==> src/rtl/core/pwm_pkg.sv <==
// shared types and constants for the partitioned word memory
// no dependencies; imported by every module of the block but pwm_ram
`default_nettype none

package pwm_pkg;

    // fixed field widths
    localparam int unsigned CMD_W    = 2;
    localparam int unsigned REGION_W = 2;
    localparam int unsigned ADDR_W   = 16;
    localparam int unsigned DATA_W   = 32;
    localparam int unsigned STATUS_W = 2;
    // compare width, holds any byte address up to and including 65536
    localparam int unsigned CMP_W    = ADDR_W + 1;

    // stream widths: input fields 2 + 16 + 32 = 50 bits, padded to 56
    localparam int unsigned IN_TDATA_W  = 56;
    localparam int unsigned IN_TUSER_W  = CMD_W;
    localparam int unsigned OUT_TDATA_W = DATA_W;
    localparam int unsigned OUT_TUSER_W = STATUS_W;

    // operation codes
    localparam logic [CMD_W-1:0] CMD_ALLOC = 2'd0;
    localparam logic [CMD_W-1:0] CMD_READ  = 2'd1;
    localparam logic [CMD_W-1:0] CMD_WRITE = 2'd2;
    localparam logic [CMD_W-1:0] CMD_CLEAR = 2'd3;

    // status codes
    localparam logic [STATUS_W-1:0] STAT_OK    = 2'd0;
    localparam logic [STATUS_W-1:0] STAT_RANGE = 2'd1;
    localparam logic [STATUS_W-1:0] STAT_ALIGN = 2'd2;
    localparam logic [STATUS_W-1:0] STAT_FULL  = 2'd3;

    // check results from the pointer bank to the sequencer
    typedef struct packed {
        logic              region_ok;  // region index below the region count
        logic              full;       // selected region has no free word
        logic              range_err;  // address at or above the memory size
        logic              align_err;  // address not a multiple of 4
        logic              access_ok;  // address below its region's pointer
        logic [DATA_W-1:0] alloc_addr; // selected region's next free byte address
    } t_ptr_rsp;

endpackage

`default_nettype wire

==> src/rtl/core/pwm_ptr.sv <==
// per-region allocation pointers and the address checks against them
// depends on pwm_pkg
`default_nettype none

module pwm_ptr
    import pwm_pkg::*;
#(
    parameter int unsigned REGION_WORDS = 64,
    parameter int unsigned REGION_COUNT = 4
) (
    input  wire logic                i_clk,
    input  wire logic                i_rst_n,
    input  wire logic [REGION_W-1:0] i_region,
    input  wire logic [ADDR_W-1:0]   i_addr,
    input  wire logic                i_advance,
    output t_ptr_rsp                 o_rsp
);

    localparam int unsigned REGION_BYTES = 4 * REGION_WORDS;
    localparam int unsigned TOTAL_BYTES  = REGION_BYTES * REGION_COUNT;
    localparam int unsigned PW  = $clog2(TOTAL_BYTES + 1);
    localparam int unsigned RIW = (REGION_COUNT > 1) ? $clog2(REGION_COUNT) : 1;

    logic [PW-1:0]    r_ptr [REGION_COUNT];
    logic [RIW-1:0]   sel;
    logic [PW-1:0]    ptr_sel;
    logic [CMP_W-1:0] addr_x;
    logic [CMP_W-1:0] limit_sel;
    logic             hit;

    assign sel       = RIW'(i_region);
    assign ptr_sel   = r_ptr[sel];
    assign addr_x    = CMP_W'(i_addr);
    assign limit_sel = CMP_W'((32'(i_region) + 32'd1) * REGION_BYTES);

    // address lies in some region below that region's pointer
    always_comb begin
        hit = 1'b0;
        for (int r = 0; r < REGION_COUNT; r++) begin
            if (addr_x >= CMP_W'(r * REGION_BYTES) && addr_x < CMP_W'(r_ptr[r])) begin
                hit = 1'b1;
            end
        end
    end

    // check results
    always_comb begin
        o_rsp.region_ok  = 32'(i_region) < REGION_COUNT;
        o_rsp.full       = CMP_W'(ptr_sel) >= limit_sel;
        o_rsp.range_err  = addr_x >= CMP_W'(TOTAL_BYTES);
        o_rsp.align_err  = i_addr[1:0] != 2'b00;
        o_rsp.access_ok  = hit;
        o_rsp.alloc_addr = DATA_W'(ptr_sel);
    end

    // bump pointers, reset to the region bases
    always_ff @(posedge i_clk) begin
        if (!i_rst_n) begin
            for (int r = 0; r < REGION_COUNT; r++) begin
                r_ptr[r] <= PW'(r * REGION_BYTES);
            end
        end else if (i_advance) begin
            r_ptr[sel] <= ptr_sel + PW'(4);
        end
    end

endmodule

`default_nettype wire

==> config.mk <==
export PLATFORM = sky130hd
export DESIGN_NAME = pwm_ptr
export DESIGN_NICKNAME = d
export VERILOG_FILES = /design/src/rtl/core/pwm_pkg.sv /design/src/rtl/core/pwm_ptr.sv
export SDC_FILE = /design/constraint.sdc
export NUM_CORES = 1
export LEC_CHECK = 0
export ABC_AREA = 0
export BUFFER_PORTS_ARGS = -buffer_cell sky130_fd_sc_hd__buf_2
export CAP_MARGIN = 20
export CORE_MARGIN = 1.5
export CORE_UTILIZATION = 57
export DETAILED_ROUTE_END_ITERATION = 7
export GPL_ROUTABILITY_DRIVEN = 0
export PLACE_DENSITY = 0.84
export SYNTH_ARGS = -nofsm -noshare
export SYNTH_HDL_FRONTEND = slang
export SYNTH_SLANG_ARGS = --single-unit
==> constraint.sdc <==
create_clock -name i_clk -period 3.7 [get_ports i_clk]
set_clock_uncertainty 0.15 [all_clocks]
set_input_delay 0.74 -clock i_clk [delete_from_list [all_inputs] [get_ports i_clk]]
set_output_delay 0.74 -clock i_clk [all_outputs]
set_load 0.01 [all_outputs]
==> key figures, run 1 <==
Yosys
  • Cell count after synthesis: 324
  • Synth top area cells: edfxtp_1 (40%), ha_1 (17%), mux4_2 (6.1%)
  • Cell area after synthesis: around 3300 um2
  • #FFs+latches synth: 44
  • Post-synth top area share: 39.8%
  • Post-synth cell types: 40
  • Synth cell count leaders: inv_1 (50), ha_1 (46), edfxtp_1 (44)
  • Sequential-to-total area share from yosys stat: 39.8%
  • Synth warn: 0
  • Mean Syn Cell Area: 10.3 um2
  • Ys async rst share: 0%
  • Synth Flop Type: edfxtp_1
  • Cell taking the most area after synthesis: edfxtp_1
  • Top-count cell post-synth: inv_1
  • Post-synth EDFFs: 44

Clocking
  • Worst skew pair latency: 0.30 ns
  • # clock sinks: 44
  • Clock transition at path regs: roughly 0.07 ns
  • CTS Root Cell: clkbuf_8
  • Longest Clk Path Bufs: 2
  • CTS tree: done
  • H-tree Lvls: 2
  • CTS Buf Count: 5
  • Hold buffer count at cts: 0

Worst setup path
  • Largest delay share family, worst path: simple AND/OR/NAND/NOR gates
  • Critical path's slowest cell: mux4_2
  • Critical path, cell by cell: clkbuf_4 > mux4_2 > inv_1 > ha_1 > nand2_1 > or4_1 > o41ai_2 > nand3_1 > nand2_1 > buf_2
  • Worst Path Required: approximately 2.8 ns
  • CP arrival: around 2.7 ns
  • Type of the worst setup path: input port to primary output
  • Crit path buf inv count: 3
  • CP most frequent cell: nand2_1
  • Crit-path max cell delay: between 0.5 and 0.6 ns
  • CP Max Fanout: 9
  • Endpoint type of the worst setup path: primary output
  • Worst Setup Start Kind: input port

Floorplanning
  • Starting density of the core: 59.6%
  • Placement Rows: 27
  • I/O pins: 58
  • Die span in x: 79.4 um
  • Die area: roughly 6300 um2
  • Die height: approximately 80 um
  • Core area: 5570 um2

Global routing
  • Initial antenna violation count: 0
  • Global-route wire length before repair: about 13000 um
  • Total Routing Usage GR: between 20 and 30%
  • Remaining global-route overflow: 0
  • Number of global-route vias before repair: 2567
  • Pin count of the biggest net entering global routing: 14

Final layout
  • Area grow syn2layout: 9.04%
  • Max reg flops: 44
  • Top flop regs: r_ptr: 44 flops
  • Reg with most FFs: r_ptr
  • Filler cells: roughly 460
  • Nets: around 440
  • Storage element area: 1320 um2
  • Multi-input gate area in the final layout: 1680 um2
  • Inserted Diodes: 0
  • Post-layout util: 65.0%
  • Layout cells sized above 1: between 10% and 20%

Detailed routing
  • Routed wire length: roughly 7900 um
  • Drt first pass iters: 5
  • Starting DRC count in detailed routing: 164
  • DR DRC count: 0
  • Antenna Nets Post-Route: 0
  • Vias after detailed routing: 2621
  • Vias per Instance: 5.94
  • WL/cell: between 15 and 20 um

Hold path
  • Worst min-delay path category: register to register

STA
  • Worst-Margin Slew: 0.575 ns
  • Post-layout worst setup margin: 0.0808 ns
  • # setup viols final: 0
  • Final Max Tran Viols: 0
  • Hold Slack: 0.574 ns
  • TNS Setup: 0 ns
  • Fin crit share: 97.8%
  • Final hold vios: 0
  • RSZ-0062 raised after global routing: no
  • Max Fclk: 0.276 GHz
  • Fin crit period: 3.62 ns
  • Relative slew slack: 61.6%

Power and ir drop
  • Leak: 0.00166 uW
  • Worst vdd ir: around 320 uV
  • Pwr Total: 1160 uW
  • Pwr dens: 319 nW/um2

Status
  • Outcome: complete, no violations

Job
  • Maxcap violations: 0

Placed design
  • Detailed placement HPWL: 6310 um
  • Worst slack, placed: 0.0463 ns
  • Input/output buffers: 35
-- placed cells by master, fill, tap and decap left out, drive strengths merged, types with 2 or more instances in the layout --
master / instances
or3: 2
inv: 50
o2111ai: 2
a21oi: 9
and3: 4
edfxtp: 44
nor4: 4
nand2: 15
nor2: 41
a31oi: 2
nand3: 11
nor3: 3
ha: 46
xor2: 3
buf: 45
or4: 2
xnor2: 4
mux4: 11
clkbuf: 8
nor3b: 4
conb: 22
nand4: 4
o21bai: 2
and2: 2
o21ai: 12
a211oi: 5
-- metrics by stage --
step / instance area, um2 / cells
after floorplan: 3400 / 344
after global placement: 3540 / 433
after detailed placement: 3540 / 433
after CTS: 3620 / 441
after global routing: 3620 / 441
final: 3620 / 441
-- layer usage --
| layer | up-vias | share of wire (%) | global-route usage (%) | wire length, um |
|---|---|---|---|---|
| li1 | 1192 | - | - | - |
| met1 | 1235 | 40 | 34.9 | 3150 |
| met2 | 164 | 47 | 45.0 | 3710 |
| met3 | 30 | 9.2 | 4.60 | 730 |
| met4 | 0 | 4.0 | 13.9 | 313 |
| met5 | - | 0 | 0 | 0 |
-- cell families (layout without fill, tap and decap cells) --
logic type               count (synthesis)  after routing  share of synthesized area, %
AO/OA/AOI/OAI                           39             39                          7.68
XOR/XNOR                                 7              7                          1.84
adder cells (fa/ha/maj)                 46             46                          17.3
buffers and inverters                   79            104                          11.8
flip-flops                              44             44                          39.8
multiplexers                            11             11                          7.68
other                                    2             22                         0.226
AND/OR/NAND/NOR                         96             96                          13.7
-- power breakdown --
part | switching (uW) | internal (uW) | total (uW)
clock network | 150 | 131 | 281
logic | 169 | 110 | 279
registers | 18.4 | 578 | 597
total | 337 | 819 | 1160
-- final timing paths --
kind	start	end	slack, ns	cells after the start
worst max-delay path	i_region[0]	o_rsp[35]	0.08	10
worst min-delay path	r_ptr[1][1]	r_ptr[1][1]	0.57	2
worst max register to register	r_ptr[3][2]	r_ptr[1][8]	1.35	7
worst min register to register	r_ptr[1][1]	r_ptr[1][1]	0.57	2
-- layout make-up --
| class | instances | share of cell area [%] |
|---|---|---|
| Multi-Input combinational cell | 221 | 46.5 |
| Tap cell | 72 | 2.49 |
| Clock buffer | 7 | 2.11 |
| Sequential cell | 44 | 36.5 |
| Clock inverter | 1 | 0.104 |
| Timing Repair Buffer | 46 | 7.18 |
| Inverter | 50 | 5.18 |
-- worst reg2reg max path, delay by kind of cell, from the launching register on --
family	cells	cell delay, ns
flip-flops	1	0.42
multiplexers	1	0.50
XOR/XNOR	1	0.35
buffers and inverters	1	0.18
adder cells (fa/ha/maj)	1	0.23
AND/OR/NAND/NOR	3	0.25
-- what timing repair did --
item	in CTS	in global routing
endpoints found under the setup margin	0	1
resized for setup	0	1
setup buffers	0	0
(Power assumes the default switching activity.)
==> inputs of run 2 (changes only) <==
--- a/constraint.sdc
+++ b/constraint.sdc
@@ -3,3 +3,3 @@
 set_input_delay 0.74 -clock i_clk [delete_from_list [all_inputs] [get_ports i_clk]]
 set_output_delay 0.74 -clock i_clk [all_outputs]
-set_load 0.01 [all_outputs]
+set_load 0.1 [all_outputs]
==> run 2 against run 1 <==
Compared with the run above: the run now ends with setup timing left; setup slack lost 0.089 ns; combinational power rose by 76%; highest routed layer unchanged; via count rose by 1.2%; global-route usage increased by 1.2 points; critical path depth stayed put; register-to-register slack got worse by 0.28 ns.
==> key figures, run 2 (synthesized netlist as in run 1, its figures left out) <==
Detailed routing
  • DR DRC count: 0 (unchanged)
  • Routed wire length: 8450 um (+6.9%)
  • Antenna Nets Post-Route: 0 (unchanged)
  • WL/cell: 19.2 um (+6.9%)
  • Starting DRC count in detailed routing: 223 (+36%)
  • Drt first pass iters: 5 (unchanged)
  • Vias per Instance: 6.01 (+1.2%)
  • Vias after detailed routing: 2652 (+1.2%)

Worst setup path
  • CP Max Fanout: 6 (-3)
  • Type of the worst setup path: input port to primary output
  • Endpoint type of the worst setup path: primary output
  • Crit path buf inv count: 3 (unchanged)
  • Cell depth of the worst flop-to-flop path: 9 (+2)
  • Reg-to-reg slack, setup: 1.07 ns (-0.28 ns)
  • Worst Setup Start Kind: input port
  • Crit-path max cell delay: 0.52 ns (-0.03 ns)
  • CP most frequent cell: buf_12
  • Critical R2R Launch: r_ptr[3][2]
  • RR Endpoint: r_ptr[2][10]
  • CP arrival: 2.82 ns (+0.09 ns)
  • Worst Path Required: 2.81 ns (about the same)
  • Critical path's slowest cell: mux4_2
  • Critical path, cell by cell: buf_12 > mux4_2 > inv_2 > ha_4 > nand2_1 > or4_4 > o41ai_2 > nand3_1 > nand2_4 > buf_12
  • Largest delay share family, worst path: simple AND/OR/NAND/NOR gates

Final layout
  • Area grow syn2layout: 12.7%
  • Top flop regs: r_ptr: 44 flops
  • Post-layout util: 67.2% (+2.2 points)
  • Layout cells sized above 1: 19.2% (+2.4 points)
  • Max reg flops: 44 (unchanged)
  • Reg with most FFs: r_ptr
  • Post-Layout Cell Count: 441 (unchanged)
  • Filler cells: 432 (-6.5%)
  • Nets: 436 (+0.23%)
  • Inserted Diodes: 0 (unchanged)
  • Most frequent cells in the layout: inv_1 (47), ha_1 (45), edfxtp_1 (44)
  • Most common cell after layout, fill and taps aside: inv_1

Clocking
  • CTS Root Cell: clkbuf_8
  • Longest Clk Path Bufs: 2 (unchanged)
  • # clock sinks: 44 (unchanged)
  • H-tree Lvls: 2 (unchanged)
  • CTS tree: done
  • Clock transition at path regs: 0.07 ns (about the same)
  • CTS Buf Count: 5 (unchanged)
  • Worst skew pair latency: 0.31 ns (about the same)

Floorplanning
  • Die area: 6300 um2 (unchanged)
  • Placement Rows: 27 (unchanged)
  • I/O pins: 58 (unchanged)
  • Core area: 5570 um2 (unchanged)
  • Starting density of the core: 59.6% (unchanged)
  • Die span in x: 79.4 um (unchanged)
  • Die height: 79.4 um (unchanged)

STA
  • Fin crit share: 100% (+2.4 points)
  • RSZ-0062 raised after global routing: yes
  • TNS Setup: -0.00835 ns (-0.00835 ns)
  • Worst-Margin Slew: 0.579 ns (+0.00401 ns)
  • Final Max Tran Viols: 0 (unchanged)
  • Max Fclk: 0.270 GHz (-2.4%)
  • # setup viols final: 1 (+1)
  • Fin crit period: 3.71 ns (+0.0892 ns)
  • Post-layout worst setup margin: -0.00835 ns (-0.0892 ns)
  • Relative slew slack: 61.3% (-0.27 points)
  • Final hold vios: 0 (unchanged)

Placed design
  • Detailed placement HPWL: 6520 um (+3.4%)
  • Worst slack, placed: -0.0505 ns (-0.0968 ns)
  • Post-Place Cells: 433 (unchanged)
  • Input/output buffers: 35 (unchanged)

Hold path
  • Worst min-delay path category: register to register
  • Hold_sp: r_ptr[1][1]
  • Hold depth: 2 (unchanged)
  • Worst Hold End: r_ptr[1][1]

Job
  • Maxcap violations: 0 (unchanged)

Global routing
  • Number of global-route vias before repair: 2507 (-2.3%)
  • Remaining global-route overflow: 0 (unchanged)
  • Global-route wire length before repair: 13100 um (+3.0%)
  • Pin count of the biggest net entering global routing: 14 (unchanged)
  • Initial antenna violation count: 0 (unchanged)
  • Total Routing Usage GR: 28.6% (+1.2 points)

Status
  • Failing checks: setup timing
  • Outcome: complete, but fails checks

Power and ir drop
  • Worst vdd ir: 360 uV (+13%)
  • Pwr Total: 1520 uW (+32%)
  • Pwr dens: 406 nW/um2 (+27%)
  • Leak: 0.00171 uW (+2.7%)
-- run 2: how the worst max path moves through the flow --
stage,startpoint,to,slack [ns],cells past startpoint
global placement,i_region[0],o_rsp[35],0.002,10
finish,i_region[0],o_rsp[35],-0.008,10
floorplan,i_region[0],o_rsp[35],-0.32,10
CTS,i_region[0],o_rsp[35],0.02,8
detailed placement,i_region[0],o_rsp[35],-0.05,8
global route,i_region[0],o_rsp[35],-0.05,10
-- run 2: layout make-up --
type	instances	area, um2	share of cell area [%]
Multi-Input combinational cell	221	1710	45.6
Sequential cell	44	1320	35.3
Timing Repair Buffer	47	310	8.28
Inverter	50	188	5.01
Tap cell	72	90.1	2.40
Clock buffer	5	68.8	1.84
Clock inverter	2	60.1	1.60
-- run 2: metal layers --
layer | wire [um] | vias up | global-route usage, %
met3 | 1030 | 22 | 5.29
met5 | 0 | - | 0
met2 | 4080 | 200 | 47.1
li1 | - | 1198 | -
met1 | 3110 | 1232 | 37.5
met4 | 225 | 0 | 10.5
-- run 2: timing repair --
| action | 4_1_cts | 5_1_grt |
|---|---|---|
| hold buffers | 0 | 0 |
| buffers inserted | 0 | 1 |
| cloned | 0 | 0 |
| endpoints found under the setup margin | 1 | 1 |
| gates resized for setup | 2 | 7 |
| pin swaps | 1 | 4 |
| endpoints found under the hold margin | 0 | 0 |
-- run 2: metrics by stage --
stage,cell area [um2],hold WS (ns)
4_1_cts,3710,0.578
3_3_place_gp,3580,0.538
2_1_floorplan,3420,0.492
5_1_grt,3750,0.611
6_report,3750,0.581
3_5_place_dp,3580,0.563
-- run 2: power breakdown --
part           leakage [uW]  switching [uW]  internal [uW]  total [uW]
registers          0.000447            23.5            578         602
logic               0.00120             367            125         492
clock network     0.0000642             160            266         426
-- run 2: worst register-to-register path: cells and delay by family, from the launching register on --
| family | cells | cell delay [ns] |
|---|---|---|
| xor gates and xnor gates | 1 | 0.36 |
| adders and majority gates | 1 | 0.24 |
| buffers and inverters | 2 | 0.31 |
| DFF | 1 | 0.44 |
| muxes | 1 | 0.52 |
| and+or+nand+nor | 4 | 0.36 |
==> inputs of run 3 (changes only) <==
Settings changed: CORE_UTILIZATION 57 to 35, PLACE_DENSITY 0.84 to 0.57.
Clock period 3.7 ns to 4.01 ns, I/O delays scaled along.
==> run 3 against run 2 <==
Compared with the run above: the run now ends clean; sequential power is 8.8% lower; critical endpoint unchanged; final cell count is 13% higher; register-to-register slack better by 0.60 ns.
==> key figures, run 3 (synthesized netlist as in run 1, its figures left out) <==
Detailed routing
  • Met3 routed WL: 504 um (-51%)
  • DR DRC count: 0 (unchanged)
  • Vias per Instance: 5.04 (-16%)
  • Drt first pass iters: 4 (-1)
  • Routed wire length: 8280 um (-2.0%)
  • Starting DRC count in detailed routing: 84 (-62%)
  • Top Metal Used: met4
  • Antenna Nets Post-Route: 0 (unchanged)
  • Detail Route met2 WL: 3800 um (-6.8%)
  • Vias after detailed routing: 2510 (-5.4%)
  • WL/cell: 16.6 um (-13%)
  • Routed length on met1: 3810 um (+22%)

Final layout
  • Layout cells sized above 1: 18.2% (-1.1 points)
  • Multi-input gate area in the final layout: 1690 um2 (-0.95%)
  • Reg with most FFs: r_ptr
  • Nets: 436 (unchanged)
  • Storage element area: 1320 um2 (unchanged)
  • Filler cells: 916 (+110%)
  • Top flop regs: r_ptr: 44 flops
  • Most frequent cells in the layout: inv_1 (49), ha_1 (46), edfxtp_1 (44)
  • Area grow syn2layout: 13.6%
  • Post-layout util: 40.8% (-26 points)
  • Max reg flops: 44 (unchanged)
  • Inserted Diodes: 0 (unchanged)
  • Most common cell after layout, fill and taps aside: inv_1

Global routing
  • Remaining global-route overflow: 0 (unchanged)
  • Total Routing Usage GR: 17.6% (-11 points)
  • Initial antenna violation count: 0 (unchanged)
  • Pin count of the biggest net entering global routing: 14 (unchanged)
  • Global-route wire length before repair: 13100 um (+0.21%)
  • Number of global-route vias before repair: 2473 (-1.4%)

Floorplanning
  • I/O pins: 58 (unchanged)
  • Starting density of the core: 36.0% (-24 points)
  • Die span in x: 100 um (+27%)
  • Die area: 10100 um2 (+60%)
  • Core area: 9240 um2 (+66%)
  • Placement Rows: 35 (+30%)
  • Die height: 100 um (+27%)

Power and ir drop
  • Pwr dens: 370 nW/um2 (-8.9%)
  • Leak: 0.00170 uW (-0.52%)
  • Worst vdd ir: 240 uV (-33%)

STA
  • Relative slew slack: 59.5% (-1.8 points)
  • Final hold vios: 0 (unchanged)
  • Hold Slack: 0.568 ns (-0.0136 ns)
  • RSZ-0062 raised after global routing: no
  • Fin crit share: 96.7%
  • Post-layout worst setup margin: 0.132 ns (+0.141 ns)
  • Worst-Margin Slew: 0.606 ns (+0.0269 ns)
  • Final Max Tran Viols: 0 (unchanged)
  • Fin crit period: slightly below 4 ns
  • Max Fclk: 0.258 GHz
  • # setup viols final: 0 (-1)

Worst setup path
  • Endpoint type of the worst setup path: primary output
  • RR Endpoint: r_ptr[3][8]
  • Cell depth of the worst flop-to-flop path: 7 (-2)
  • CP Max Fanout: 11 (+5)
  • Worst Path Required: 3.06 ns (+0.25 ns)
  • Type of the worst setup path: input port to primary output
  • Reg-to-reg slack, setup: 1.67 ns (+0.60 ns)
  • Critical R2R Launch: r_ptr[3][2]
  • CP arrival: 2.93 ns (+0.11 ns)
  • Worst Setup Start Kind: input port

Clocking
  • Hold buffer count at cts: 0 (unchanged)
  • H-tree Lvls: 2 (unchanged)
  • CTS tree: done
  • CTS Root Cell: clkbuf_8
  • Worst skew pair latency: 0.30 ns (about the same)
  • CTS Buf Count: 5 (unchanged)
  • Clock transition at path regs: 0.08 ns (about the same)
  • Longest Clk Path Bufs: 2 (unchanged)
  • # clock sinks: 44 (unchanged)

Hold path
  • Hold depth: 2 (unchanged)
  • Hold_sp: r_ptr[0][1]
  • Worst min-delay path category: register to register
  • Worst Hold End: r_ptr[0][1]

Job
  • Maxcap violations: 0 (unchanged)

Placed design
  • Input/output buffers: 35 (unchanged)
  • Worst slack, placed: -0.0104 ns (+0.0401 ns)
  • Detailed placement HPWL: 6640 um (+1.7%)

Status
  • Outcome: complete, no violations
## run 3: worst max path at each step
stage                           start   endpoint  slack [ns]
after floorplan           i_region[0]  o_rsp[35]       -0.13
after global placement    i_region[0]  o_rsp[35]       0.005
after detailed placement  i_region[0]  o_rsp[35]       -0.01
after CTS                 i_region[0]  o_rsp[35]         0.1
after global routing      i_region[0]  o_rsp[35]        0.04
final                     i_region[0]  o_rsp[35]        0.13
## run 3: layer usage
metal  vias up  GRT usage (%)
met2        98           28.6
met4         0           5.85
li1       1196              -
met3        12           2.37
met1      1204           24.2
met5         -              0
## run 3: final cells by class
cell class              instances  share of cell area, %
inverters                      50                   4.97
multi-input cells             221                   44.8
clock buffers                   5                   1.82
well taps                     129                   4.28
flip-flops and latches         44                   35.0
repair buffers                 47                   7.49
clock inverters                 2                   1.59
## run 3: repair_timing
action,CTS,global route
setup endpoints to repair,1,0
resized for setup,1,0
setup buffers,0,0
## run 3: critical path, stage by stage
cell,delay (ns)
buf_4,0.19
mux4_2,0.54
inv_1,0.07
ha_1,0.14
nand2_1,0.04
or4_1,0.41
o41ai_2,0.27
nand3_1,0.18
nand2_4,0.11
buf_12,0.17
## run 3: per-stage QoR
step / power (uW) / setup TNS [ns] / cells / area, um2
finish: 1400 / 0 / 498 / 3770
global route: 1450 / 0 / 498 / 3770
CTS: 1400 / 0 / 498 / 3770
detailed placement: 1010 / -0.0104 / 491 / 3640
global placement: 1000 / 0 / 491 / 3640
floorplan: 913 / -0.134 / 344 / 3420
## run 3: power breakdown
group          switching (uW)  internal [uW]  leakage (uW)
sequential               16.1            533      0.000447
clock                     151            245     0.0000642
combinational             339            111       0.00119
